<file path="config.mk">
export PLATFORM = sky130hd
export DESIGN_NAME = packet_dedup_history_table_core
export DESIGN_NICKNAME = d
export VERILOG_FILES = /design/src/pdht_pkg.sv /design/src/pdht_ram.sv /design/src/packet_dedup_history_table_core.sv
export SDC_FILE = /design/constraint.sdc
export NUM_CORES = 2
export LEC_CHECK = 0
export ABC_CLOCK_PERIOD_IN_PS = 19000
export BUFFER_PORTS_ARGS = -buffer_cell sky130_fd_sc_hd__clkbuf_2
export CORE_MARGIN = 8
export CORE_UTILIZATION = 28
export DETAILED_ROUTE_END_ITERATION = 7
export MAX_ROUTING_LAYER = met4
export SETUP_SLACK_MARGIN = 0.05
export SLEW_MARGIN = 25
export SYNTH_ARGS = -nofsm -noshare
export SYNTH_HDL_FRONTEND = slang
export SYNTH_SLANG_ARGS = --single-unit
</file>
<file path="constraint.sdc">
create_clock -name clock -period 19 [get_ports clock]
set_input_delay 3.8 -clock clock [delete_from_list [all_inputs] [get_ports clock]]
set_output_delay 3.8 -clock clock [all_outputs]
set_load 0.01 [all_outputs]
</file>
<file path="src/pdht_pkg.sv">
// Shared constants, types and state encoding for the duplicate-packet history table.
// Used by the core; the generic RAM takes no types from this package.
package pdht_pkg;

   localparam int ENTRIES    = 32;
   localparam int RELAYERS   = 3;
   localparam int IDX_W      = $clog2(ENTRIES);
   localparam int CNT_W      = $clog2(ENTRIES + 1);
   localparam int KEY_W      = 32;
   localparam int TIME_W     = 32;
   localparam int HOP_W      = 3;
   localparam int RELAYER_W  = 8;
   localparam int USED_W     = 6;
   localparam int USED_MAX   = 63;
   localparam int KIND_W     = 2;
   localparam int REQ_DATA_W = 112;
   localparam int RSP_DATA_W = 16;

   typedef enum logic [KIND_W-1:0] {
      KIND_CHECK_ADD = 2'd0,
      KIND_QUERY     = 2'd1,
      KIND_REMOVE    = 2'd2
   } kind_type;

   typedef enum logic [1:0] {
      ST_IDLE,
      ST_SCAN,
      ST_DRAIN,
      ST_UPDATE
   } state_type;

   typedef logic [RELAYERS-1:0][RELAYER_W-1:0] relay_list_type;

   // One table entry as stored in the entry RAM.
   typedef struct packed {
      logic [KEY_W-1:0]  sender;
      logic [KEY_W-1:0]  packet_id;
      logic [TIME_W-1:0] seen_time;
      logic [HOP_W-1:0]  highest_hop;
      relay_list_type    relayers;
   } row_type;

   localparam int ROW_W = $bits(row_type);

endpackage

</file>
<file path="src/pdht_ram.sv">
// Generic simple dual-port RAM: one write port, one read port with registered data.
// No dependencies.
module pdht_ram #(
   parameter int WIDTH = 8,
   parameter int DEPTH = 32
) (
   input  logic                     clock,
   input  logic                     wr_en,
   input  logic [$clog2(DEPTH)-1:0] wr_addr,
   input  logic [WIDTH-1:0]         wr_data,
   input  logic                     rd_en,
   input  logic [$clog2(DEPTH)-1:0] rd_addr,
   output logic [WIDTH-1:0]         rd_data
);

   logic [WIDTH-1:0] mem_ff [DEPTH];

   always_ff @(posedge clock) begin
      if (wr_en) begin
         mem_ff[wr_addr] <= wr_data;
      end
      if (rd_en) begin
         rd_data <= mem_ff[rd_addr];
      end
   end

endmodule

</file>
<file path="src/packet_dedup_history_table_core.sv">
// Duplicate-packet history table core for flood routing.
// Depends on pdht_pkg and instantiates pdht_ram for the entry storage.

// Each request word carries a packet key (sender, packet id), a hop limit, a relayer
// byte and the current time; tuser selects the operation: check-and-add, query
// relayer or remove relayer (code 3 does nothing). Every request yields exactly one
// response word with the seen/upgrade/listed flags and the number of used entries
// after the operation. The block handles one request at a time: each one goes
// through a linear scan that reads the entry RAM through its single read port one
// entry per cycle and runs every entry through one key/time comparator, then a
// drain step and an update step. A new request is accepted only once that update
// step is done and the block is idle again. The scan finds the matching entry,
// the first free entry and the oldest entry (lowest index on equal times) in the
// same pass, and the update step then writes the chosen entry if the operation
// changes it. A finished response waits in its output register; while it is not
// taken the next request may still be accepted and scanned, and only its update
// step waits. Entry valid bits are flip-flops cleared by reset, so there is no
// clearing pass; the entry RAM is never cleared, because a slot is only used while
// valid and an allocation writes the whole entry, relayer list included.
module packet_dedup_history_table_core (
   input  logic                              clock,
   input  logic                              reset,
   input  logic                              req_tvalid,
   output logic                              req_tready,
   // sender[31:0], packet_id[63:32], hop_count[66:64], relayer[74:67],
   // now_time[106:75], zero pad[111:107]
   input  logic [pdht_pkg::REQ_DATA_W-1:0]  req_tdata,
   // kind[1:0]
   input  logic [pdht_pkg::KIND_W-1:0]      req_tuser,
   output logic                              rsp_tvalid,
   input  logic                              rsp_tready,
   // seen_before[0], hop_upgraded[1], relayer_listed[2], used_entries[8:3],
   // zero pad[15:9]
   output logic [pdht_pkg::RSP_DATA_W-1:0]  rsp_tdata
);

   import pdht_pkg::*;

   localparam logic [IDX_W-1:0] LAST_IDX = IDX_W'(ENTRIES - 1);

   // Sequencer and control state.
   state_type           state_ff, state_in;
   logic [IDX_W-1:0]    scan_addr_ff, scan_addr_in;
   logic                cmp_vld_ff, cmp_vld_in;
   logic [IDX_W-1:0]    cmp_idx_ff, cmp_idx_in;
   logic [ENTRIES-1:0]  valid_ff, valid_in;
   logic [CNT_W-1:0]    count_ff, count_in;
   logic                rsp_tvalid_ff, rsp_tvalid_in;

   // Scan results.
   logic                hit_found_ff, hit_found_in;
   logic [IDX_W-1:0]    hit_idx_ff, hit_idx_in;
   row_type             hit_row_ff, hit_row_in;
   logic                free_found_ff, free_found_in;
   logic [IDX_W-1:0]    free_idx_ff, free_idx_in;
   logic                best_have_ff, best_have_in;
   logic [IDX_W-1:0]    best_idx_ff, best_idx_in;
   logic [TIME_W-1:0]   best_time_ff, best_time_in;

   // Latched request fields.
   kind_type            kind_ff, kind_in;
   logic [KEY_W-1:0]    sender_ff, sender_in;
   logic [KEY_W-1:0]    packet_id_ff, packet_id_in;
   logic [HOP_W-1:0]    hop_ff, hop_in;
   logic [RELAYER_W-1:0] relayer_ff, relayer_in;
   logic [TIME_W-1:0]   now_ff, now_in;

   logic [RSP_DATA_W-1:0] rsp_data_ff, rsp_data_in;

   // Sequencer outputs.
   logic                accept;
   logic                rd_en;
   logic                upd_go;

   // Entry RAM.
   logic [ROW_W-1:0]    rd_data;
   row_type             rd_row;
   logic                wr_en;
   logic [IDX_W-1:0]    wr_addr;
   row_type             wr_row;

   // Update step.
   logic [IDX_W-1:0]    target_idx;
   logic                alloc;
   logic                seen_bit;
   logic                upg_bit;
   logic                listed_bit;
   logic [CNT_W-1:0]    count_upd;
   logic [USED_W-1:0]   used_val;

   // Adds a relayer: zero and duplicates are ignored, a hole is filled first, and
   // a full list drops its oldest member.
   function automatic relay_list_type list_add(relay_list_type lst,
                                               logic [RELAYER_W-1:0] r);
      relay_list_type res;
      logic present;
      logic placed;
      res     = lst;
      present = 1'b0;
      placed  = 1'b0;
      for (int i = 0; i < RELAYERS; i++) begin
         if (lst[i] == r) present = 1'b1;
      end
      if (r != '0 && !present) begin
         for (int i = 0; i < RELAYERS; i++) begin
            if (!placed && lst[i] == '0) begin
               res[i] = r;
               placed = 1'b1;
            end
         end
         if (!placed) begin
            for (int i = 0; i < RELAYERS - 1; i++) begin
               res[i] = lst[i + 1];
            end
            res[RELAYERS - 1] = r;
         end
      end
      return res;
   endfunction

   function automatic logic list_has(relay_list_type lst, logic [RELAYER_W-1:0] r);
      logic found;
      found = 1'b0;
      for (int i = 0; i < RELAYERS; i++) begin
         if (lst[i] == r) found = 1'b1;
      end
      return found;
   endfunction

   // Clears the first slot that holds the relayer.
   function automatic relay_list_type list_remove(relay_list_type lst,
                                                  logic [RELAYER_W-1:0] r);
      relay_list_type res;
      logic done;
      res  = lst;
      done = 1'b0;
      for (int i = 0; i < RELAYERS; i++) begin
         if (!done && lst[i] == r) begin
            res[i] = '0;
            done   = 1'b1;
         end
      end
      return res;
   endfunction

   pdht_ram #(
      .WIDTH (ROW_W),
      .DEPTH (ENTRIES)
   ) u_entry_ram (
      .clock   (clock),
      .wr_en   (wr_en),
      .wr_addr (wr_addr),
      .wr_data (wr_row),
      .rd_en   (rd_en),
      .rd_addr (scan_addr_ff),
      .rd_data (rd_data)
   );

   assign rd_row = row_type'(rd_data);

   // Next state.
   always_comb begin
      state_in = state_ff;
      unique case (state_ff)
         ST_IDLE: begin
            if (req_tvalid) state_in = ST_SCAN;
         end
         ST_SCAN: begin
            if (scan_addr_ff == LAST_IDX) state_in = ST_DRAIN;
         end
         ST_DRAIN: begin
            state_in = ST_UPDATE;
         end
         ST_UPDATE: begin
            if (!rsp_tvalid_ff || rsp_tready) state_in = ST_IDLE;
         end
         default: state_in = ST_IDLE;
      endcase
   end

   // Sequencer outputs. The update step waits only while the previous response
   // is still held in the output register.
   always_comb begin
      req_tready = 1'b0;
      rd_en      = 1'b0;
      upd_go     = 1'b0;
      unique case (state_ff)
         ST_IDLE:   req_tready = 1'b1;
         ST_SCAN:   rd_en      = 1'b1;
         ST_DRAIN:  ;
         ST_UPDATE: upd_go     = !rsp_tvalid_ff || rsp_tready;
         default:   ;
      endcase
   end

   assign accept = req_tvalid && req_tready;

   // Update step: pick the entry to touch and build its new contents.
   always_comb begin
      if (hit_found_ff) begin
         target_idx = hit_idx_ff;
      end else if (free_found_ff) begin
         target_idx = free_idx_ff;
      end else begin
         target_idx = best_idx_ff;
      end

      wr_row     = hit_row_ff;
      wr_en      = 1'b0;
      alloc      = 1'b0;
      seen_bit   = 1'b0;
      upg_bit    = 1'b0;
      listed_bit = 1'b0;

      unique case (kind_ff)
         KIND_CHECK_ADD: begin
            wr_en = upd_go;
            if (hit_found_ff) begin
               seen_bit = 1'b1;
               if (hop_ff > hit_row_ff.highest_hop) begin
                  upg_bit            = 1'b1;
                  wr_row.highest_hop = hop_ff;
               end
               wr_row.seen_time = now_ff;
               wr_row.relayers  = list_add(hit_row_ff.relayers, relayer_ff);
            end else begin
               alloc              = 1'b1;
               wr_row.sender      = sender_ff;
               wr_row.packet_id   = packet_id_ff;
               wr_row.seen_time   = now_ff;
               wr_row.highest_hop = hop_ff;
               wr_row.relayers    = list_add('0, relayer_ff);
            end
         end
         KIND_QUERY: begin
            listed_bit = hit_found_ff && relayer_ff != '0
                         && list_has(hit_row_ff.relayers, relayer_ff);
         end
         KIND_REMOVE: begin
            if (hit_found_ff && relayer_ff != '0) begin
               wr_en           = upd_go;
               wr_row.relayers = list_remove(hit_row_ff.relayers, relayer_ff);
            end
         end
         default: ;
      endcase

      wr_addr = target_idx;

      // A new allocation into a free slot is the only way the count grows.
      count_upd = count_ff;
      if (alloc && !valid_ff[target_idx]) begin
         count_upd = count_ff + CNT_W'(1);
      end
      if (int'(count_upd) > USED_MAX) begin
         used_val = USED_W'(USED_MAX);
      end else begin
         used_val = USED_W'(count_upd);
      end
   end

   // Register next values: request capture, scan comparator, update and response.
   always_comb begin
      scan_addr_in  = scan_addr_ff;
      cmp_vld_in    = rd_en;
      cmp_idx_in    = scan_addr_ff;
      valid_in      = valid_ff;
      count_in      = count_ff;
      hit_found_in  = hit_found_ff;
      hit_idx_in    = hit_idx_ff;
      hit_row_in    = hit_row_ff;
      free_found_in = free_found_ff;
      free_idx_in   = free_idx_ff;
      best_have_in  = best_have_ff;
      best_idx_in   = best_idx_ff;
      best_time_in  = best_time_ff;
      kind_in       = kind_ff;
      sender_in     = sender_ff;
      packet_id_in  = packet_id_ff;
      hop_in        = hop_ff;
      relayer_in    = relayer_ff;
      now_in        = now_ff;
      rsp_data_in   = rsp_data_ff;
      rsp_tvalid_in = rsp_tvalid_ff && !rsp_tready;

      if (accept) begin
         kind_in       = kind_type'(req_tuser);
         sender_in     = req_tdata[31:0];
         packet_id_in  = req_tdata[63:32];
         hop_in        = req_tdata[66:64];
         relayer_in    = req_tdata[74:67];
         now_in        = req_tdata[106:75];
         scan_addr_in  = '0;
         hit_found_in  = 1'b0;
         free_found_in = 1'b0;
         best_have_in  = 1'b0;
      end

      if (rd_en && scan_addr_ff != LAST_IDX) begin
         scan_addr_in = scan_addr_ff + IDX_W'(1);
      end

      // One entry per cycle through the shared comparator.
      if (cmp_vld_ff) begin
         if (valid_ff[cmp_idx_ff]) begin
            if (!hit_found_ff && rd_row.sender == sender_ff
                && rd_row.packet_id == packet_id_ff) begin
               hit_found_in = 1'b1;
               hit_idx_in   = cmp_idx_ff;
               hit_row_in   = rd_row;
            end
            if (!best_have_ff || rd_row.seen_time < best_time_ff) begin
               best_have_in = 1'b1;
               best_idx_in  = cmp_idx_ff;
               best_time_in = rd_row.seen_time;
            end
         end else if (!free_found_ff) begin
            free_found_in = 1'b1;
            free_idx_in   = cmp_idx_ff;
         end
      end

      if (upd_go) begin
         if (alloc) valid_in[target_idx] = 1'b1;
         count_in      = count_upd;
         rsp_tvalid_in = 1'b1;
         rsp_data_in   = {{(RSP_DATA_W - USED_W - 3){1'b0}}, used_val,
                          listed_bit, upg_bit, seen_bit};
      end
   end

   always_ff @(posedge clock) begin
      if (reset) begin
         state_ff      <= ST_IDLE;
         cmp_vld_ff    <= 1'b0;
         valid_ff      <= '0;
         count_ff      <= '0;
         rsp_tvalid_ff <= 1'b0;
         hit_found_ff  <= 1'b0;
         free_found_ff <= 1'b0;
         best_have_ff  <= 1'b0;
      end else begin
         state_ff      <= state_in;
         cmp_vld_ff    <= cmp_vld_in;
         valid_ff      <= valid_in;
         count_ff      <= count_in;
         rsp_tvalid_ff <= rsp_tvalid_in;
         hit_found_ff  <= hit_found_in;
         free_found_ff <= free_found_in;
         best_have_ff  <= best_have_in;
      end
   end

   always_ff @(posedge clock) begin
      scan_addr_ff <= scan_addr_in;
      cmp_idx_ff   <= cmp_idx_in;
      hit_idx_ff   <= hit_idx_in;
      hit_row_ff   <= hit_row_in;
      free_idx_ff  <= free_idx_in;
      best_idx_ff  <= best_idx_in;
      best_time_ff <= best_time_in;
      kind_ff      <= kind_in;
      sender_ff    <= sender_in;
      packet_id_ff <= packet_id_in;
      hop_ff       <= hop_in;
      relayer_ff   <= relayer_in;
      now_ff       <= now_in;
      rsp_data_ff  <= rsp_data_in;
   end

   assign rsp_tvalid = rsp_tvalid_ff;
   assign rsp_tdata  = rsp_data_ff;

`ifndef SYNTHESIS
   // The used-entry count always matches the valid bits.
   assert_count_matches: assert property (@(posedge clock) disable iff (reset)
      int'(count_ff) == $countones(valid_ff))
      else $error("used-entry count out of step with valid bits");

   // A new response only appears from the update step.
   assert_rsp_from_update: assert property (@(posedge clock) disable iff (reset)
      $rose(rsp_tvalid_ff) |-> $past(state_ff == ST_UPDATE))
      else $error("response raised outside the update step");

   // The comparator only sees data for reads issued during the scan.
   assert_cmp_after_read: assert property (@(posedge clock) disable iff (reset)
      cmp_vld_ff |-> $past(state_ff == ST_SCAN))
      else $error("comparator active without a scan read");
`endif

endmodule

</file>
==> flow_metrics.py <==
metrics = {
    "synth": {
        "yosys.area.top_type": "edfxtp_1",
        "synthCells": 6967,
        "synthXorXnorAreaFrac_pct": 0.4020,
        "syn_area_sq_mm": 0.1678,
        "muxShareOfSynthArea_pct": 17.87,
        "synth_compound_area_share_pct": 0.7696,
        "yosys.area_share.simple_pct": 1.167,
        "synth-seq-cells": 4402,
        "synth_top_area_share_pct": 77.89,
        "synth_area_per_cell_sq_um": 24.08,
        "yosys_warnings": 0,
        "async_reset_ff_share_pct": 0,
        "synth_edf_count": 4352,
        "yosysUniqueCellTypes": 63,
        "synth_top_family_by_area": "multiplexers",
        "synthFlopType": "edfxtp_1",
        "synth_fa_ha_area_share_pct": 0.3058,
        "synth.area.top_cells": "edfxtp_1 (78%), mux4_2 (17%), mux2_2 (1.1%)",
        "seq_area_frac_synth_pct": 78.49,
    },
    "setup_path": {
        "regToRegStartpoint": "cmp_idx_in[0]",
        "critPathTopFamily": "buffers and inverters",
        "r2r_slack_ps": 13040,
        "worstSetupEndpointType": "register",
        "worstPathCellList": "clkbuf_2 -> nand2b_1 -> nand2_1 -> buf_4 -> a211oi_1 -> nand3b_1 -> nor2_4 -> buf_4 -> buf_4",
        "worst-setup-path-type": "input port to register",
        "cp.required_ps": 19590,
        "r2r-end": "u_entry_ram.rd_data[115]",
        "cp_common_cell": "buf_4",
        "cp_num_buf_inv": 4,
        "cp.arrival_ps": 8440,
        "crit_slowest_cell": "nor2_4",
        "crit_path_start_kind": "input port",
        "critPathMaxFanout": 37,
        "cp_slowest_stage_delay_ps": 940,
        "r2r_cells": 8,
    },
    "route": {
        "viasPerCell": 4.912,
        "vias": 77580,
        "ant_nets": 0,
        "top_layer_used": "met4",
        "initialDrtViolationCount": 10250,
        "routed_wl_um": 446400,
        "post_drt_wl_per_cell_um": 28.27,
        "routed-wl-met2_um": 219600,
        "dr.pass1.iters": 5,
        "met3_length_um": 30730,
        "wl_met1_um": 183800,
        "route.detailed.drc": 0,
    },
    "timing": {
        "max_clock_freq_mhz": 127.3,
        "setup_ws_ps": 11150,
        "rsz0062_at_grt": "no",
        "drv_slew": 0,
        "fin_crit_sh_pct": 41.34,
        "hold_viol": 0,
        "setup_tns_ps": 0,
        "finalClockSkew_ps": 51.40,
        "worst_slew_pin_slew_ps": 1141,
        "setup_viol_count_final": 0,
        "fin_crit_ps": 7855,
        "maxSlewHeadroom_pct": 23.94,
    },
    "cells_and_area": {
        "ff_latch_area_sq_mm": 0.1317,
        "stdcell_area_sq_mm": 0.1931,
        "nFillCells": 55760,
        "final_common_cell": "edfxtp_1",
        "area_delta_synth_final_pct": 15.07,
        "multi_input_area_sq_mm": 0.03479,
        "final_cell_mix": "edfxtp_1 (4352), mux4_2 (1242), clkbuf_16 (433), nand2_1 (213), buf_4 (174)",
        "final_layout_size_suffix_gt1_share_pct": 31.10,
        "nets": 7549,
    },
    "floorplan": {
        "die_h_um": 790.1,
        "core.rowCount": 284,
        "ios": 136,
        "core_sq_mm": 0.5977,
        "die_x_um": 790.1,
        "die-area_sq_mm": 0.6242,
        "start_util_pct": 28.07,
    },
    "clocking": {
        "h-tree-depth": 5,
        "cts.sink_count": 4402,
        "clock-root-buffer": "clkbuf_16",
        "cts_buffer_depth": 4,
        "post-cts-setup-buffers": 0,
        "holdBufCountCts": 0,
        "clock_latency_ps": 990,
        "ctsResizeCount": 0,
        "cts-buffers-inserted": 431,
        "tritoncts": "built",
        "path_clk_slew_ps": 60,
    },
    "global_routing": {
        "overflow": 0,
        "grt_max_degree": 141,
        "grt_pass1_wl_um": 620700,
        "grt_use_total_pct": 14.17,
        "grt_pass1_vias": 79130,
        "antenna_found_initial": 34,
    },
    "place": {
        "preCtsSetupSlack_ps": 10050,
        "hpwl_um": 221200,
        "io_buffers": 123,
        "dpl_cell_area_sq_mm": 0.1792,
        "place_congestion": 0.7751,
    },
    "job": {
        "maxCapViolCount": 0,
    },
    "pwr": {
        "peakVddDrop_v": 0.0001329,
        "power.leakage_nw": 58.48,
        "power_density_mw_per_mm2": 135.6,
    },
    "min_path": {
        "hold_path_end": "hit_row_ff[5]",
        "min_path_cells": 0,
        "hp-start": "u_entry_ram.rd_data[5]",
        "hold_class": "register to register",
    },
    "status": {
        "status": "finished, final reports clean",
    },
}
-- per-layer routing --
metal / GRT usage, % / vias up
met5: - / -
met4: 3.488 / 0
met3: 2.085 / 637
met2: 23.24 / 3244
met1: 18.63 / 42970
li1: - / 30730
-- worst max path at each step --
stage,slack (ps),end,start,depth (start not counted)
final,11150,u_entry_ram.mem_ff[2][25],rsp_tready,9
after global routing,10900,u_entry_ram.mem_ff[2][98],rsp_tready,9
after CTS,11100,u_entry_ram.mem_ff[2][26],rsp_tready,9
after detailed placement,10050,u_entry_ram.mem_ff[2][26],rsp_tready,9
after global placement,10140,u_entry_ram.mem_ff[2][61],rsp_tready,9
after floorplan,8520,u_entry_ram.mem_ff[13][0],rsp_tready,5
-- synthesized netlist by cell type (all sizes together), types with 6 or more instances --
library cell / n
mux2: 164
nor2b: 8
nand2b: 11
ha: 41
o22ai: 9
nand2: 219
o21a: 6
xnor2: 33
buf: 114
clkbuf: 229
a21oi: 52
edfxtp: 4352
and2: 6
a221oi: 7
a21o: 14
dfxtp: 50
xor2: 44
mux2i: 7
nand4: 18
o211ai: 6
inv: 66
mux4: 1245
a22o: 15
a22oi: 11
or4: 6
nor2: 97
o31ai: 7
o21ai: 28
nor4: 18
nand3: 17
nand3b: 6
nor3: 19
-- state kept, by name, summed over array words and instances, names as in the netlist, 5 cells and up --
signal and count:
best_idx_ff 5, best_time_ff 32, cmp_idx_ff 5, cmp_idx_in 5, count_ff 6, free_idx_ff 5
hit_idx_ff 5, hit_row_ff 123, now_ff 32, packet_id_ff 32, relayer_ff 8, rsp_tdata 9
sender_ff 32, u_entry_ram.mem_ff 3936, u_entry_ram.rd_data 123, valid_ff 32
-- power by group --
group          switching [mW]  internal [mW]
clock                    3.67           4.73
sequential              0.244           11.5
combinational            3.15           2.92
-- cell families after synthesis --
group	count (synthesis)
compound gates	184
mux	1416
fa+ha+maj	41
buf+inv	409
flops	4402
other cells	1
simple gates	437
xor+xnor	77
-- layout make-up --
class / instances / area share, %
Antenna cell: 36 / 0.04666
Tap cell: 8008 / 5.190
Multi-Input combinational cell: 2162 / 18.02
Sequential cell: 4402 / 68.21
Timing Repair Buffer: 327 / 1.279
Inverter: 66 / 0.1322
Clock buffer: 525 / 5.802
Clock inverter: 268 / 1.316
-- metrics by stage --
step	hold WS, ps	power [mW]	util, %	cells
final	418.6	26.17	32.30	15790
after global routing	429.3	27.07	32.30	15790
after CTS	423.6	26.43	32.27	15760
after detailed placement	404.5	18.06	29.97	14960
after global placement	404.8	17.96	29.96	14960
after floorplan	346.2	16.24	-	6973
Note: power is estimated with default switching activity, not from simulation.
